$ cat config.mk
export PLATFORM = sky130hd
export DESIGN_NAME = infix_expression_calculator_unit
export DESIGN_NICKNAME = d
export VERILOG_FILES = /design/src/hdl/iec_pkg.sv /design/src/hdl/iec_queue.sv /design/src/hdl/iec_front.sv /design/src/hdl/iec_back.sv /design/src/hdl/infix_expression_calculator_unit.sv
export SDC_FILE = /design/constraint.sdc
export NUM_CORES = 1
export LEC_CHECK = 0
export BUFFER_PORTS_ARGS = -buffer_cell sky130_fd_sc_hd__clkbuf_2
export CAP_MARGIN = 30
export CORE_AREA = 2 2 346 279
export DETAILED_ROUTE_END_ITERATION = 6
export DIE_AREA = 0 0 348 281
export PLACE_DENSITY_LB_ADDON = 0.05
export SYNTH_ARGS = -nofsm -noshare
export SYNTH_HDL_FRONTEND = slang
export SYNTH_SLANG_ARGS = --single-unit
$ cat constraint.sdc
create_clock -name clk -period 10.1 [get_ports clk]
set_clock_uncertainty 0.15 [all_clocks]
set_input_delay 0.505 -clock clk [delete_from_list [all_inputs] [get_ports clk]]
set_output_delay 0.505 -clock clk [all_outputs]
set_load 0.005 [all_outputs]
$ cat src/hdl/iec_pkg.sv
// ============================================================================
// iec_pkg: shared types and constants of the expression calculator
// Character codes, operation kinds, status codes, parser phases, arithmetic
// unit states and the queue status record used between the front and back.
// ============================================================================
package iec_pkg;

    localparam int CHAR_W      = 8;
    localparam int SEEN_W      = 6;
    localparam int RESULT_W    = 32;
    localparam int STATUS_W    = 2;
    localparam int OUT_TDATA_W = 40;
    localparam int QUEUE_DEPTH = 2;
    localparam int QPTR_W      = 1;

    localparam logic [CHAR_W-1:0] CH_NUL   = 8'h00;
    localparam logic [CHAR_W-1:0] CH_SPACE = 8'h20;
    localparam logic [CHAR_W-1:0] CH_PLUS  = 8'h2B;
    localparam logic [CHAR_W-1:0] CH_MINUS = 8'h2D;
    localparam logic [CHAR_W-1:0] CH_STAR  = 8'h2A;
    localparam logic [CHAR_W-1:0] CH_SLASH = 8'h2F;
    localparam logic [CHAR_W-1:0] CH_ZERO  = 8'h30;
    localparam logic [CHAR_W-1:0] CH_NINE  = 8'h39;

    localparam logic [STATUS_W-1:0] ST_OK       = 2'd0;
    localparam logic [STATUS_W-1:0] ST_DIV_ZERO = 2'd1;
    localparam logic [STATUS_W-1:0] ST_BAD_OP   = 2'd2;

    typedef enum logic [2:0] {
        OP_ADD = 3'd0,
        OP_SUB = 3'd1,
        OP_MUL = 3'd2,
        OP_DIV = 3'd3,
        OP_BAD = 3'd4
    } op_t;

    localparam int OP_W = 3;

    typedef enum logic [2:0] {
        PH_LEAD1 = 3'd0,
        PH_DIG1  = 3'd1,
        PH_GAP   = 3'd2,
        PH_LEAD2 = 3'd3,
        PH_DIG2  = 3'd4,
        PH_DONE  = 3'd5
    } phase_t;

    typedef enum logic [2:0] {
        BK_IDLE = 3'd0,
        BK_MUL  = 3'd1,
        BK_DIV  = 3'd2,
        BK_FIX  = 3'd3,
        BK_DONE = 3'd4
    } bk_state_t;

    typedef struct packed {
        logic full;
        logic empty;
    } qstat_t;

endpackage

$ cat src/hdl/iec_queue.sv
// ============================================================================
// iec_queue: two-entry job queue
// Holds parsed lines between the parser and the arithmetic unit so that
// each side can stall on its own.
// ============================================================================
module iec_queue #(
    parameter int WIDTH = 8
) (
    input  logic               clk,
    input  logic               rst_n,
    input  logic               push,
    input  logic [WIDTH-1:0]   push_data,
    input  logic               pop,
    output logic [WIDTH-1:0]   pop_data,
    output iec_pkg::qstat_t    qstat
);
    import iec_pkg::*;

    logic [WIDTH-1:0]  mem_reg [QUEUE_DEPTH];
    logic [QPTR_W-1:0] wr_ptr_reg;
    logic [QPTR_W-1:0] wr_ptr_next;
    logic [QPTR_W-1:0] rd_ptr_reg;
    logic [QPTR_W-1:0] rd_ptr_next;
    logic [QPTR_W:0]   count_reg;
    logic [QPTR_W:0]   count_next;

    always_comb
    begin
        wr_ptr_next = wr_ptr_reg;
        rd_ptr_next = rd_ptr_reg;
        count_next  = count_reg;
        if (push)
        begin
            wr_ptr_next = wr_ptr_reg + 1'b1;
        end
        if (pop)
        begin
            rd_ptr_next = rd_ptr_reg + 1'b1;
        end
        if (push && !pop)
        begin
            count_next = count_reg + 1'b1;
        end
        else if (pop && !push)
        begin
            count_next = count_reg - 1'b1;
        end
    end

    always_ff @(posedge clk or negedge rst_n)
    begin
        if (!rst_n)
        begin
            wr_ptr_reg <= '0;
            rd_ptr_reg <= '0;
            count_reg  <= '0;
        end
        else
        begin
            wr_ptr_reg <= wr_ptr_next;
            rd_ptr_reg <= rd_ptr_next;
            count_reg  <= count_next;
        end
    end

    always_ff @(posedge clk)
    begin
        if (push)
        begin
            mem_reg[wr_ptr_reg] <= push_data;
        end
    end

    assign pop_data    = mem_reg[rd_ptr_reg];
    assign qstat.full  = (count_reg == (QPTR_W+1)'(QUEUE_DEPTH));
    assign qstat.empty = (count_reg == '0);

endmodule

$ cat src/hdl/iec_front.sv
// ============================================================================
// iec_front: line parser
// Takes one character per cycle unless the queue is full, builds the two
// operands and the operator; end-of-line queues one job and starts a new line.
// ============================================================================
module iec_front #(
    parameter int LINE_LIMIT  = 60,
    parameter int VALUE_WIDTH = 32
) (
    input  logic                                clk,
    input  logic                                rst_n,
    input  logic                                s_tvalid,
    output logic                                s_tready,
    input  logic [iec_pkg::CHAR_W-1:0]          s_tdata,  // [7:0] char_code
    input  logic                                s_tlast,  // end_of_line
    input  iec_pkg::qstat_t                     qstat,
    output logic                                push,
    output iec_pkg::op_t                        job_op,
    output logic [VALUE_WIDTH-1:0]              job_a,
    output logic [VALUE_WIDTH-1:0]              job_b
);
    import iec_pkg::*;

    phase_t                  phase_reg;
    phase_t                  phase_next;
    logic [VALUE_WIDTH-1:0]  first_reg;
    logic [VALUE_WIDTH-1:0]  first_next;
    logic [VALUE_WIDTH-1:0]  acc_reg;
    logic [VALUE_WIDTH-1:0]  acc_next;
    logic                    neg_reg;
    logic                    neg_next;
    logic [CHAR_W-1:0]       opc_reg;
    logic [CHAR_W-1:0]       opc_next;
    logic [SEEN_W-1:0]       seen_reg;
    logic [SEEN_W-1:0]       seen_next;

    logic                    accept;
    logic                    is_digit;
    logic [VALUE_WIDTH-1:0]  acc_x10;
    logic [VALUE_WIDTH-1:0]  acc_signed;
    logic [VALUE_WIDTH-1:0]  acc_signed_next;

    assign s_tready = !qstat.full;
    assign accept   = s_tvalid && s_tready;
    assign is_digit = (s_tdata >= CH_ZERO) && (s_tdata <= CH_NINE);
    assign acc_x10  = (acc_reg << 3) + (acc_reg << 1)
                    + {{(VALUE_WIDTH-4){1'b0}}, s_tdata[3:0]};
    assign acc_signed = neg_reg ? ({VALUE_WIDTH{1'b0}} - acc_reg) : acc_reg;

    always_comb
    begin
        phase_next = phase_reg;
        first_next = first_reg;
        acc_next   = acc_reg;
        neg_next   = neg_reg;
        opc_next   = opc_reg;
        seen_next  = seen_reg;
        push       = 1'b0;
        job_op     = OP_BAD;
        job_a      = first_reg;
        job_b      = '0;
        acc_signed_next = '0;

        if (accept && (seen_reg < SEEN_W'(LINE_LIMIT)))
        begin
            seen_next = seen_reg + 1'b1;
            case (phase_reg)
                PH_LEAD1, PH_DIG1:
                begin
                    if (s_tdata == CH_NUL)
                    begin
                        phase_next = PH_DONE;
                    end
                    else if (is_digit)
                    begin
                        acc_next   = acc_x10;
                        phase_next = PH_DIG1;
                    end
                    else if ((phase_reg == PH_LEAD1) && (s_tdata == CH_SPACE))
                    begin
                        phase_next = PH_LEAD1;
                    end
                    else if ((phase_reg == PH_LEAD1) && (s_tdata == CH_MINUS))
                    begin
                        neg_next   = 1'b1;
                        phase_next = PH_DIG1;
                    end
                    else
                    begin
                        first_next = acc_signed;
                        acc_next   = '0;
                        neg_next   = 1'b0;
                        if (s_tdata == CH_SPACE)
                        begin
                            phase_next = PH_GAP;
                        end
                        else
                        begin
                            opc_next   = s_tdata;
                            phase_next = PH_LEAD2;
                        end
                    end
                end
                PH_GAP:
                begin
                    if (s_tdata == CH_NUL)
                    begin
                        phase_next = PH_DONE;
                    end
                    else if (s_tdata != CH_SPACE)
                    begin
                        opc_next   = s_tdata;
                        phase_next = PH_LEAD2;
                    end
                end
                PH_LEAD2, PH_DIG2:
                begin
                    if (is_digit)
                    begin
                        acc_next   = acc_x10;
                        phase_next = PH_DIG2;
                    end
                    else if ((phase_reg == PH_LEAD2) && (s_tdata == CH_SPACE))
                    begin
                        phase_next = PH_LEAD2;
                    end
                    else if ((phase_reg == PH_LEAD2) && (s_tdata == CH_MINUS))
                    begin
                        neg_next   = 1'b1;
                        phase_next = PH_DIG2;
                    end
                    else
                    begin
                        acc_next   = acc_signed;
                        neg_next   = 1'b0;
                        phase_next = PH_DONE;
                    end
                end
                default:
                begin
                    phase_next = phase_reg;
                end
            endcase
        end

        if (accept && s_tlast)
        begin
            push            = 1'b1;
            job_a           = first_next;
            acc_signed_next = neg_next ? ({VALUE_WIDTH{1'b0}} - acc_next) : acc_next;
            if ((phase_next == PH_LEAD2) || (phase_next == PH_DIG2))
            begin
                job_b = acc_signed_next;
            end
            else if ((phase_next == PH_DONE) && (opc_next != CH_NUL))
            begin
                job_b = acc_next;
            end
            case (opc_next)
                CH_PLUS:  job_op = OP_ADD;
                CH_MINUS: job_op = OP_SUB;
                CH_STAR:  job_op = OP_MUL;
                CH_SLASH: job_op = OP_DIV;
                default:  job_op = OP_BAD;
            endcase
            phase_next = PH_LEAD1;
            first_next = '0;
            acc_next   = '0;
            neg_next   = 1'b0;
            opc_next   = CH_NUL;
            seen_next  = '0;
        end
    end

    always_ff @(posedge clk or negedge rst_n)
    begin
        if (!rst_n)
        begin
            phase_reg <= PH_LEAD1;
            first_reg <= '0;
            acc_reg   <= '0;
            neg_reg   <= 1'b0;
            opc_reg   <= CH_NUL;
            seen_reg  <= '0;
        end
        else
        begin
            phase_reg <= phase_next;
            first_reg <= first_next;
            acc_reg   <= acc_next;
            neg_reg   <= neg_next;
            opc_reg   <= opc_next;
            seen_reg  <= seen_next;
        end
    end

endmodule

$ cat src/hdl/iec_back.sv
// ============================================================================
// iec_back: arithmetic unit and output register
// Takes queued jobs, computes add and subtract in one step and multiply and
// divide bit-serially in a shared shift unit, and holds the result item.
// ============================================================================
module iec_back #(
    parameter int VALUE_WIDTH = 32
) (
    input  logic                                clk,
    input  logic                                rst_n,
    input  iec_pkg::qstat_t                     qstat,
    output logic                                pop,
    input  iec_pkg::op_t                        job_op,
    input  logic [VALUE_WIDTH-1:0]              job_a,
    input  logic [VALUE_WIDTH-1:0]              job_b,
    output logic                                m_tvalid,
    input  logic                                m_tready,
    output logic [iec_pkg::OUT_TDATA_W-1:0]     m_tdata  // [31:0] result_value,
                                                         // [33:32] status
);
    import iec_pkg::*;

    localparam int VW    = VALUE_WIDTH;
    localparam int CNT_W = $clog2(VALUE_WIDTH);

    bk_state_t          state_reg;
    bk_state_t          state_next;
    logic [VW-1:0]      work_a_reg;
    logic [VW-1:0]      work_a_next;
    logic [VW-1:0]      work_b_reg;
    logic [VW-1:0]      work_b_next;
    logic [VW-1:0]      work_r_reg;
    logic [VW-1:0]      work_r_next;
    logic [CNT_W-1:0]   cnt_reg;
    logic [CNT_W-1:0]   cnt_next;
    logic               sneg_reg;
    logic               sneg_next;
    logic [VW-1:0]      res_reg;
    logic [VW-1:0]      res_next;
    logic [STATUS_W-1:0] st_reg;
    logic [STATUS_W-1:0] st_next;
    logic               out_valid_reg;
    logic               out_valid_next;
    logic [RESULT_W-1:0] out_value_reg;
    logic [RESULT_W-1:0] out_value_next;
    logic [STATUS_W-1:0] out_status_reg;
    logic [STATUS_W-1:0] out_status_next;

    logic               out_free;
    logic               last_step;
    logic [VW:0]        rem_sh;
    logic [VW+1:0]      diff;
    logic               ge;
    logic [VW-1:0]      prod_sum;

    assign out_free  = !out_valid_reg || m_tready;
    assign last_step = (cnt_reg == CNT_W'(VALUE_WIDTH - 1));
    assign rem_sh    = {work_r_reg, work_a_reg[VW-1]};
    assign diff      = {1'b0, rem_sh} - {2'b00, work_b_reg};
    assign ge        = !diff[VW+1];
    assign prod_sum  = work_r_reg + (work_b_reg[0] ? work_a_reg : {VW{1'b0}});

    always_comb
    begin
        state_next      = state_reg;
        work_a_next     = work_a_reg;
        work_b_next     = work_b_reg;
        work_r_next     = work_r_reg;
        cnt_next        = cnt_reg;
        sneg_next       = sneg_reg;
        res_next        = res_reg;
        st_next         = st_reg;
        out_valid_next  = out_valid_reg && !m_tready;
        out_value_next  = out_value_reg;
        out_status_next = out_status_reg;
        pop             = 1'b0;

        case (state_reg)
            BK_IDLE:
            begin
                if (!qstat.empty)
                begin
                    pop         = 1'b1;
                    work_r_next = '0;
                    cnt_next    = '0;
                    st_next     = ST_OK;
                    state_next  = BK_DONE;
                    case (job_op)
                        OP_ADD: res_next = job_a + job_b;
                        OP_SUB: res_next = job_a - job_b;
                        OP_MUL:
                        begin
                            work_a_next = job_a;
                            work_b_next = job_b;
                            state_next  = BK_MUL;
                        end
                        OP_DIV:
                        begin
                            if (job_b == '0)
                            begin
                                res_next = '0;
                                st_next  = ST_DIV_ZERO;
                            end
                            else
                            begin
                                work_a_next = job_a[VW-1] ? ({VW{1'b0}} - job_a) : job_a;
                                work_b_next = job_b[VW-1] ? ({VW{1'b0}} - job_b) : job_b;
                                sneg_next   = job_a[VW-1] ^ job_b[VW-1];
                                state_next  = BK_DIV;
                            end
                        end
                        default:
                        begin
                            res_next = '0;
                            st_next  = ST_BAD_OP;
                        end
                    endcase
                end
            end
            BK_MUL:
            begin
                work_r_next = prod_sum;
                work_a_next = work_a_reg << 1;
                work_b_next = work_b_reg >> 1;
                cnt_next    = cnt_reg + 1'b1;
                if (last_step)
                begin
                    res_next   = prod_sum;
                    state_next = BK_DONE;
                end
            end
            BK_DIV:
            begin
                work_r_next = ge ? diff[VW-1:0] : rem_sh[VW-1:0];
                work_a_next = {work_a_reg[VW-2:0], ge};
                cnt_next    = cnt_reg + 1'b1;
                if (last_step)
                begin
                    state_next = BK_FIX;
                end
            end
            BK_FIX:
            begin
                res_next   = sneg_reg ? ({VW{1'b0}} - work_a_reg) : work_a_reg;
                state_next = BK_DONE;
            end
            BK_DONE:
            begin
                if (out_free)
                begin
                    out_valid_next  = 1'b1;
                    out_value_next  = RESULT_W'($signed(res_reg));
                    out_status_next = st_reg;
                    state_next      = BK_IDLE;
                end
            end
            default:
            begin
                state_next = BK_IDLE;
            end
        endcase
    end

    always_ff @(posedge clk or negedge rst_n)
    begin
        if (!rst_n)
        begin
            state_reg     <= BK_IDLE;
            out_valid_reg <= 1'b0;
            cnt_reg       <= '0;
        end
        else
        begin
            state_reg     <= state_next;
            out_valid_reg <= out_valid_next;
            cnt_reg       <= cnt_next;
        end
    end

    always_ff @(posedge clk)
    begin
        work_a_reg     <= work_a_next;
        work_b_reg     <= work_b_next;
        work_r_reg     <= work_r_next;
        sneg_reg       <= sneg_next;
        res_reg        <= res_next;
        st_reg         <= st_next;
        out_value_reg  <= out_value_next;
        out_status_reg <= out_status_next;
    end

    assign m_tvalid = out_valid_reg;
    assign m_tdata  = {{(OUT_TDATA_W-RESULT_W-STATUS_W){1'b0}}, out_status_reg, out_value_reg};

endmodule

$ cat src/hdl/infix_expression_calculator_unit.sv
// ============================================================================
// infix_expression_calculator_unit: two-operand decimal expression calculator
// Parses a text line of the form "number operator number" one character per
// item and returns the sum, difference, product or quotient per line.
// ============================================================================
// Characters are taken at one per cycle; the input stalls only while the
// two-entry queue holds two lines. The end-of-line item queues the parsed
// line there, and the parser goes straight on with the next line. Add,
// subtract and errors are computed when the job leaves the queue and go
// through the result register to the output register; multiply and divide
// run in a shared bit-serial shift unit (divide with a further state for the
// sign), so the line rate is bounded by that unit when lines are short.
module infix_expression_calculator_unit #(
    parameter int LINE_LIMIT  = 60,
    parameter int VALUE_WIDTH = 32
) (
    input  logic                              clk,
    input  logic                              rst_n,
    input  logic                              s_tvalid,
    output logic                              s_tready,
    input  logic [iec_pkg::CHAR_W-1:0]        s_tdata,  // [7:0] char_code
    input  logic                              s_tlast,  // end_of_line
    output logic                              m_tvalid,
    input  logic                              m_tready,
    output logic [iec_pkg::OUT_TDATA_W-1:0]   m_tdata   // [31:0] result_value,
                                                        // [33:32] status
);
    import iec_pkg::*;

    localparam int JOB_W = OP_W + 2 * VALUE_WIDTH;

    qstat_t                  qstat;
    logic                    q_push;
    logic                    q_pop;
    op_t                     f_op;
    logic [VALUE_WIDTH-1:0]  f_a;
    logic [VALUE_WIDTH-1:0]  f_b;
    logic [JOB_W-1:0]        q_in;
    logic [JOB_W-1:0]        q_out;
    op_t                     b_op;

    iec_front #(
        .LINE_LIMIT  (LINE_LIMIT),
        .VALUE_WIDTH (VALUE_WIDTH)
    ) u_front (
        .clk      (clk),
        .rst_n    (rst_n),
        .s_tvalid (s_tvalid),
        .s_tready (s_tready),
        .s_tdata  (s_tdata),
        .s_tlast  (s_tlast),
        .qstat    (qstat),
        .push     (q_push),
        .job_op   (f_op),
        .job_a    (f_a),
        .job_b    (f_b)
    );

    assign q_in = {f_op, f_a, f_b};

    iec_queue #(
        .WIDTH (JOB_W)
    ) u_queue (
        .clk       (clk),
        .rst_n     (rst_n),
        .push      (q_push),
        .push_data (q_in),
        .pop       (q_pop),
        .pop_data  (q_out),
        .qstat     (qstat)
    );

    assign b_op = op_t'(q_out[JOB_W-1 -: OP_W]);

    iec_back #(
        .VALUE_WIDTH (VALUE_WIDTH)
    ) u_back (
        .clk      (clk),
        .rst_n    (rst_n),
        .qstat    (qstat),
        .pop      (q_pop),
        .job_op   (b_op),
        .job_a    (q_out[2*VALUE_WIDTH-1 -: VALUE_WIDTH]),
        .job_b    (q_out[VALUE_WIDTH-1:0]),
        .m_tvalid (m_tvalid),
        .m_tready (m_tready),
        .m_tdata  (m_tdata)
    );

`ifndef SYNTHESIS
    a_no_push_full: assert property (@(posedge clk) disable iff (!rst_n)
        q_push |-> !qstat.full)
        else $error("job queued while queue full");

    a_no_pop_empty: assert property (@(posedge clk) disable iff (!rst_n)
        q_pop |-> !qstat.empty)
        else $error("job taken from empty queue");

    a_error_zero: assert property (@(posedge clk) disable iff (!rst_n)
        (m_tvalid && (m_tdata[33:32] != ST_OK)) |-> (m_tdata[31:0] == '0))
        else $error("error result carries nonzero value");

    a_status_legal: assert property (@(posedge clk) disable iff (!rst_n)
        m_tvalid |-> (m_tdata[33:32] != 2'd3))
        else $error("undefined status code");
`endif

endmodule
# Yosys cells after proc, flatten, opt, wreduce, memory -nomap -nowiden
# Memory sizes are Yosys's and may differ from the RTL's.
# Index checks and enable logic that the tools add are counted.
# totals
ff_bits,260
latch_bits,0
ramBits,134
rom_bits,0
in_bits,13
output_inout_bits,42
mem_count,1
# op_classes
n_addsub,17
mul,0
div_mod_pow,0
order_cmp,3
eq_ne,31
shifts,0
muxes,100
bitwise_logic,3
reduce_logical,46
# memory_table
memory,depth,width,rd,rd_ports_with_merged_regs,wr,line_no,rtl
u_queue.mem_reg,2,67,1,0,1,iec_queue.sv:19,logic [WIDTH-1:0] mem_reg [QUEUE_DEPTH];
# op_table
operator,count
$mux W32,35
$pmux W32 S3,3
$pmux W32 S2,4
$sub A1 B32 Y32 const A,5
$pmux W32 S4,1
$add A32 B32 Y32,3
$mux W8,9
$eq A8 B6 Y1 const B,6
$mux W3,16
$sub A33 B32 Y34,1
$add A32 B4 Y32,1
$logic_not A32 Y1,1
$sub A32 B32 Y32,1
$eq A3 B2 Y1 const B,7
$mux W1,19
$pmux W8 S2,1
$reduce_and A4 Y1,4
$pmux W3 S5,1
$eq A3 B3 Y1 const B,4
$logic_and A1 B1 Y1,12
$mux W6,2
$pmux W3 S4,1
$pmux W5 S2,1
$eq A3 B1 Y1 const B,3
35 further kinds,59

# Longest topological paths before layout
# depth
ltp_word,13
mapped_depth,27
depth_no_buf,20

# By module
# Synthesis repeated with hierarchy kept, for this count alone.
# unflattened
cells_unflattened,3076
hier_area_um2,28761.3
# modules_own_cells
mod,n_inst,cells_each,area_each_um2,seq_area_each_um2
iec_back,1,1744,15138.3,5180.0
iec_front,1,1107,8510.7,2052.0
iec_queue,1,225,5112.4,4124.0

# Worst setup path after synthesis
# OpenSTA, ideal clock, no wires.
# synth_timing
path_type,register to register
startpoint,register u_queue.rd_ptr_reg
endpoint,register u_back.res_reg[0] (enable)
setup_time_ns,0.421
arrival_time_ns,6.342
t_required_ns,9.529
setup_slack_ns,3.187
stages_incl_launch_ff,20
n_path_buf,7
synth_period_minus_slack_ns,6.913
cell_sequence,dfrtp_1 buf_2 buf_1 clkbuf_1 buf_2 buf_2 buf_1 buf_2 mux2i_1 ha_1 o21ai_0 or2_2 or3_1 nor3_1 and4_1 nand4_1 nor2b_1 nor3_1 a211oi_1 nor2_1
# synth_via
elab_chain_cells,4
# synth_lines
item,line_no,rtl
start: declaration,iec_queue.sv:22,logic [QPTR_W-1:0] rd_ptr_reg;
start signal: assignment,iec_queue.sv:61,rd_ptr_reg <= rd_ptr_next;
$mem_v2 Z2 W67 *,--,
$logic_not A32 Y1 or $eq A3 B2 Y1 (tied branches),"iec_back.sv:99, iec_back.sv:88",
$ne A3 B2 Y1 (no source line) or $ne A2 B2 Y1 (tied branches),--,
$reduce_and A5 Y1 (no source line) *,--,
end signal: assignment,iec_back.sv:186,res_reg <= res_next;
end: declaration,iec_back.sv:38,logic [VW-1:0] res_reg;
# Mark *: on every way between the ends. The rest lies on a longest branch, timed or not.
# A chain may end at the register's enable or synchronous reset.

# Worst setup path after layout
# layout_timing
startpoint,register u_queue.rd_ptr_reg
endpoint,"register u_back.res_reg[31], data pin"
# layout_via
elab_chain_cells,5
# layout_lines
item,line_no,rtl
$mem_v2 Z2 W67 *,--,
"$sub A32 B32 Y32, or another cell as far along",iec_back.sv:90,OP_SUB: res_next = job_a - job_b;
$pmux W32 S4 *,iec_back.sv:88,case (job_op)
$mux W32 *,iec_back.sv:81,if (!qstat.empty)
$pmux W32 S3 *,iec_back.sv:78,case (state_reg)
named net u_back.res_next[31],iec_back.sv:39,logic [VW-1:0] res_next;
# Mark *: on every way through the listed nets, which the timed path passes. The rest lies on a longest branch. The select of a mux whose other input is x is not followed.

==> impl_metrics.toml <==
[synthesis]
ys_types = 93
muxShareOfSynthArea_pct = 4.99
synth_top_area_share_pct = 31.9
synth_top_family_by_area = "compound AO/OA/AOI/OAI gates"
synth_flop_cell = "edfxtp_1"
synth.ff_latch_count = 394
synthSimpleGateAreaFrac_pct = 16.9
synth_edf_count = 299
synth-xor-area-share_pct = 7.91
yosys.area_share.adder_pct = 7.61
async_flop_share_pct = 24.1
seq_area_frac_synth_pct = 40.4
synth_compound_area_share_pct = 18.8
synth_area_sq_mm = 0.0281
netlist_instances = 3025
ys_warn_count = 0
avgSynthCellArea_sq_um = 9.30
synth_area_leader_cell = "edfxtp_1"
synth_area_leaders = "edfxtp_1 32%, dfrtp_1 8.5%, ha_1 7.3%"

[global_routing]
grt_use_total_pct = 18.4
grt_antenna_before_repair = 2
grt_overflow = 0
grt_pass1_vias = 22289
grt_first_pass_wirelength_microns = 139000
grt_start_max_net_pins = 68

[timing]
relSlewSlack_pct = 20.8
fmax_mhz = 166
final-setup-viol-count = 0
hold_slack_ns = 0.0498
slew_violations = 0
worstMarginPinSlew_ns = 1.16
fin_crit_ns = 6.02
finalCritPeriodShare_pct = 59.6
rsz0062_at_grt = "no"
tns_ns = 0
hold_viol = 0

[finish]
fillers = 9681
drive_gt1_share_pct = 8.99
stdcell_count = 4317
syn_to_final_growth_pct = 12.7
seq_area_sq_mm = 0.0114
multi_input_area_sq_mm = 0.0159
nets = 3223
largest_register_ff_count = 134

[detailed_routing]
vias = 22876
wl_met2_microns = 39000
routed-wl-met3_microns = 4870
top_layer = "met4"
routed_via_density = 5.30
drt_pass1_iterations = 7
wl_per_cell_microns = 21.0
drt_iter0_drc = 1827
drt_wl_total_microns = 90500
wirelength_met1_microns = 45400
drcViolationCount = 0
drtAntennaViolNets = 0

[pwr]
p_per_area_mw_per_mm2 = 266
power.total_mw = 8.42
ir_drop_uv = 161
p_leak_nw = 12.9

[floorplanning]
core_area_sq_mm = 0.0944
initial_utilization_pct = 29.8
die_w_microns = 348
die_area_sq_mm = 0.0978
die_h_microns = 281
rows = 101
ioPinCount = 55

[cts]
holdBufCountCts = 1
cts_buffer_depth = 3
cts_sinks = 394
cts_inserted_buffers = 47
cts_max_level = 2
postCtsSetupRepairBufs = 0
clkLatencyLatePin_ns = 0.61
cts_tree = "yes"
root_buffer = "clkbuf_16"
clkTransAtPathRegs_ns = 0.06
cts_resized = 0

[setup_path]
required_ns = 10.27
cp-end-kind = "register"
path_cells = "buf_4, buf_16, mux2i_1, nand2_1, or4_1, nor3b_1, nor2_1, xor2_1, ha_1, nand4_1, a2111oi_0, o211ai_1, a31oi_1, nand3_1, a31o_2, o21ai_0, xnor2_1, o221ai_1"
cpPeakStageDelay_ns = 0.64
cp.arrival_ns = 6.19
worstSetupPathType = "register to register"
crit_slowest_cell = "dfrtp_4"
cp_max_fo = 61
cp-start-kind = "register"

[place]
portBuffers = 48
dpl.hpwl_microns = 69800
globalplace.congestion = 0.894
placed_cells = 4216

[run_status]
status = "complete, no violations"

[run]
drv_cap = 0

[min_path]
min-delay-path-class = "primary input to register"
## stage by stage
| stage | util [%] | setup slack, ns | area, sq um |
|---|---|---|---|
| 3_5_place_dp | 31.6 | 3.80 | 29800 |
| 2_1_floorplan | - | 3.19 | 28100 |
| 6_report | 33.6 | 4.08 | 31700 |
| 4_1_cts | 33.3 | 3.73 | 31500 |
| 3_3_place_gp | 31.5 | 3.88 | 29700 |
| 5_1_grt | 33.6 | 3.69 | 31700 |
## final cells by class
cell class                 count  share of cell area [%]
clock inverter                26                    1.03
timing repair buffer         106                    2.66
antenna                        1                 0.00790
inverter                     103                    1.22
multi-input combinational   2390                    50.2
tap                         1236                    4.88
sequential                   394                    35.8
clock buffer                  61                    4.17
## cells in the final DEF (no fill, tap or decap), drive strengths merged, types with 45 or more instances in the layout
| cell | n |
|---|---|
| nand2 | 287 |
| buf | 57 |
| xor2 | 111 |
| xnor2 | 143 |
| nand3 | 58 |
| o21ai | 215 |
| dfrtp | 95 |
| nor3 | 57 |
| a21oi | 198 |
| a21o | 56 |
| edfxtp | 299 |
| nor2 | 345 |
| ha | 163 |
| inv | 106 |
| mux2i | 112 |
| a211oi | 45 |
| clkbuf | 108 |
## Yosys cell counts (19+ instances only)
cell,n
nor2_1,344
edfxtp_1,299
nand2_1,287
o21ai_0,213
a21oi_1,198
ha_1,163
xnor2_1,143
mux2i_1,112
xor2_1,111
clkbuf_1,105
inv_1,103
dfrtp_1,95
nor3_1,57
a21o_1,56
nand3_1,56
a211oi_1,44
and2_1,43
or3_1,42
a31oi_1,35
nand2b_1,33
o31ai_1,32
o21a_1,29
mux2_2,25
nand4_1,25
o211ai_1,24
and3_1,23
o221ai_1,20
or2_2,19
## logic make-up (layout without fill, tap and decap cells)
logic type	after synthesis	after routing
simple gates	1012	1012
compound gates	813	813
flops	394	394
xor+xnor	254	254
buf+inv	246	296
fa+ha+maj	168	168
mux	137	137
other cells	1	7
## layer usage
metal,GRT usage [%],vias up
met5,0,-
met4,3.34,0
met3,3.00,79
met2,28.2,493
met1,27.3,11144
li1,-,11160
## worst paths after layout
check / startpoint / endpoint / slack (ns) / cells past startpoint
worst max-delay path: u_queue.rd_ptr_reg / u_back.res_reg[31] / 4.08 / 18
worst min-delay path: m_tready / u_back.m_tvalid / 0.05 / 3
worst max register to register: u_queue.rd_ptr_reg / u_back.res_reg[31] / 4.08 / 18
worst min register to register: u_back.res_reg[15] / u_back.out_value_reg[15] / 0.26 / 0
max in group asynchronous: rst_n / u_front.first_reg[24] / 8.63 / 4
min in group asynchronous: rst_n / u_front.seen_reg[2] / 0.25 / 2
## worst max-delay path, delay by kind of cell (launching register included)
family	cells	cell delay (ns)
multiplexers	1	0.39
AND/OR/NAND/NOR	6	1.40
buffers and inverters	2	0.56
XOR/XNOR	2	0.29
AO/OA/AOI/OAI	6	1.93
adder cells (fa/ha/maj)	1	0.33
flip-flops	1	0.64
## where the power goes
part	total (mW)	switching (mW)	internal, mW
Combinational	4.02	2.50	1.52
Clock	1.82	0.742	1.08
Sequential	2.58	0.271	2.31
Note: power is estimated with default switching activity, not from simulation.
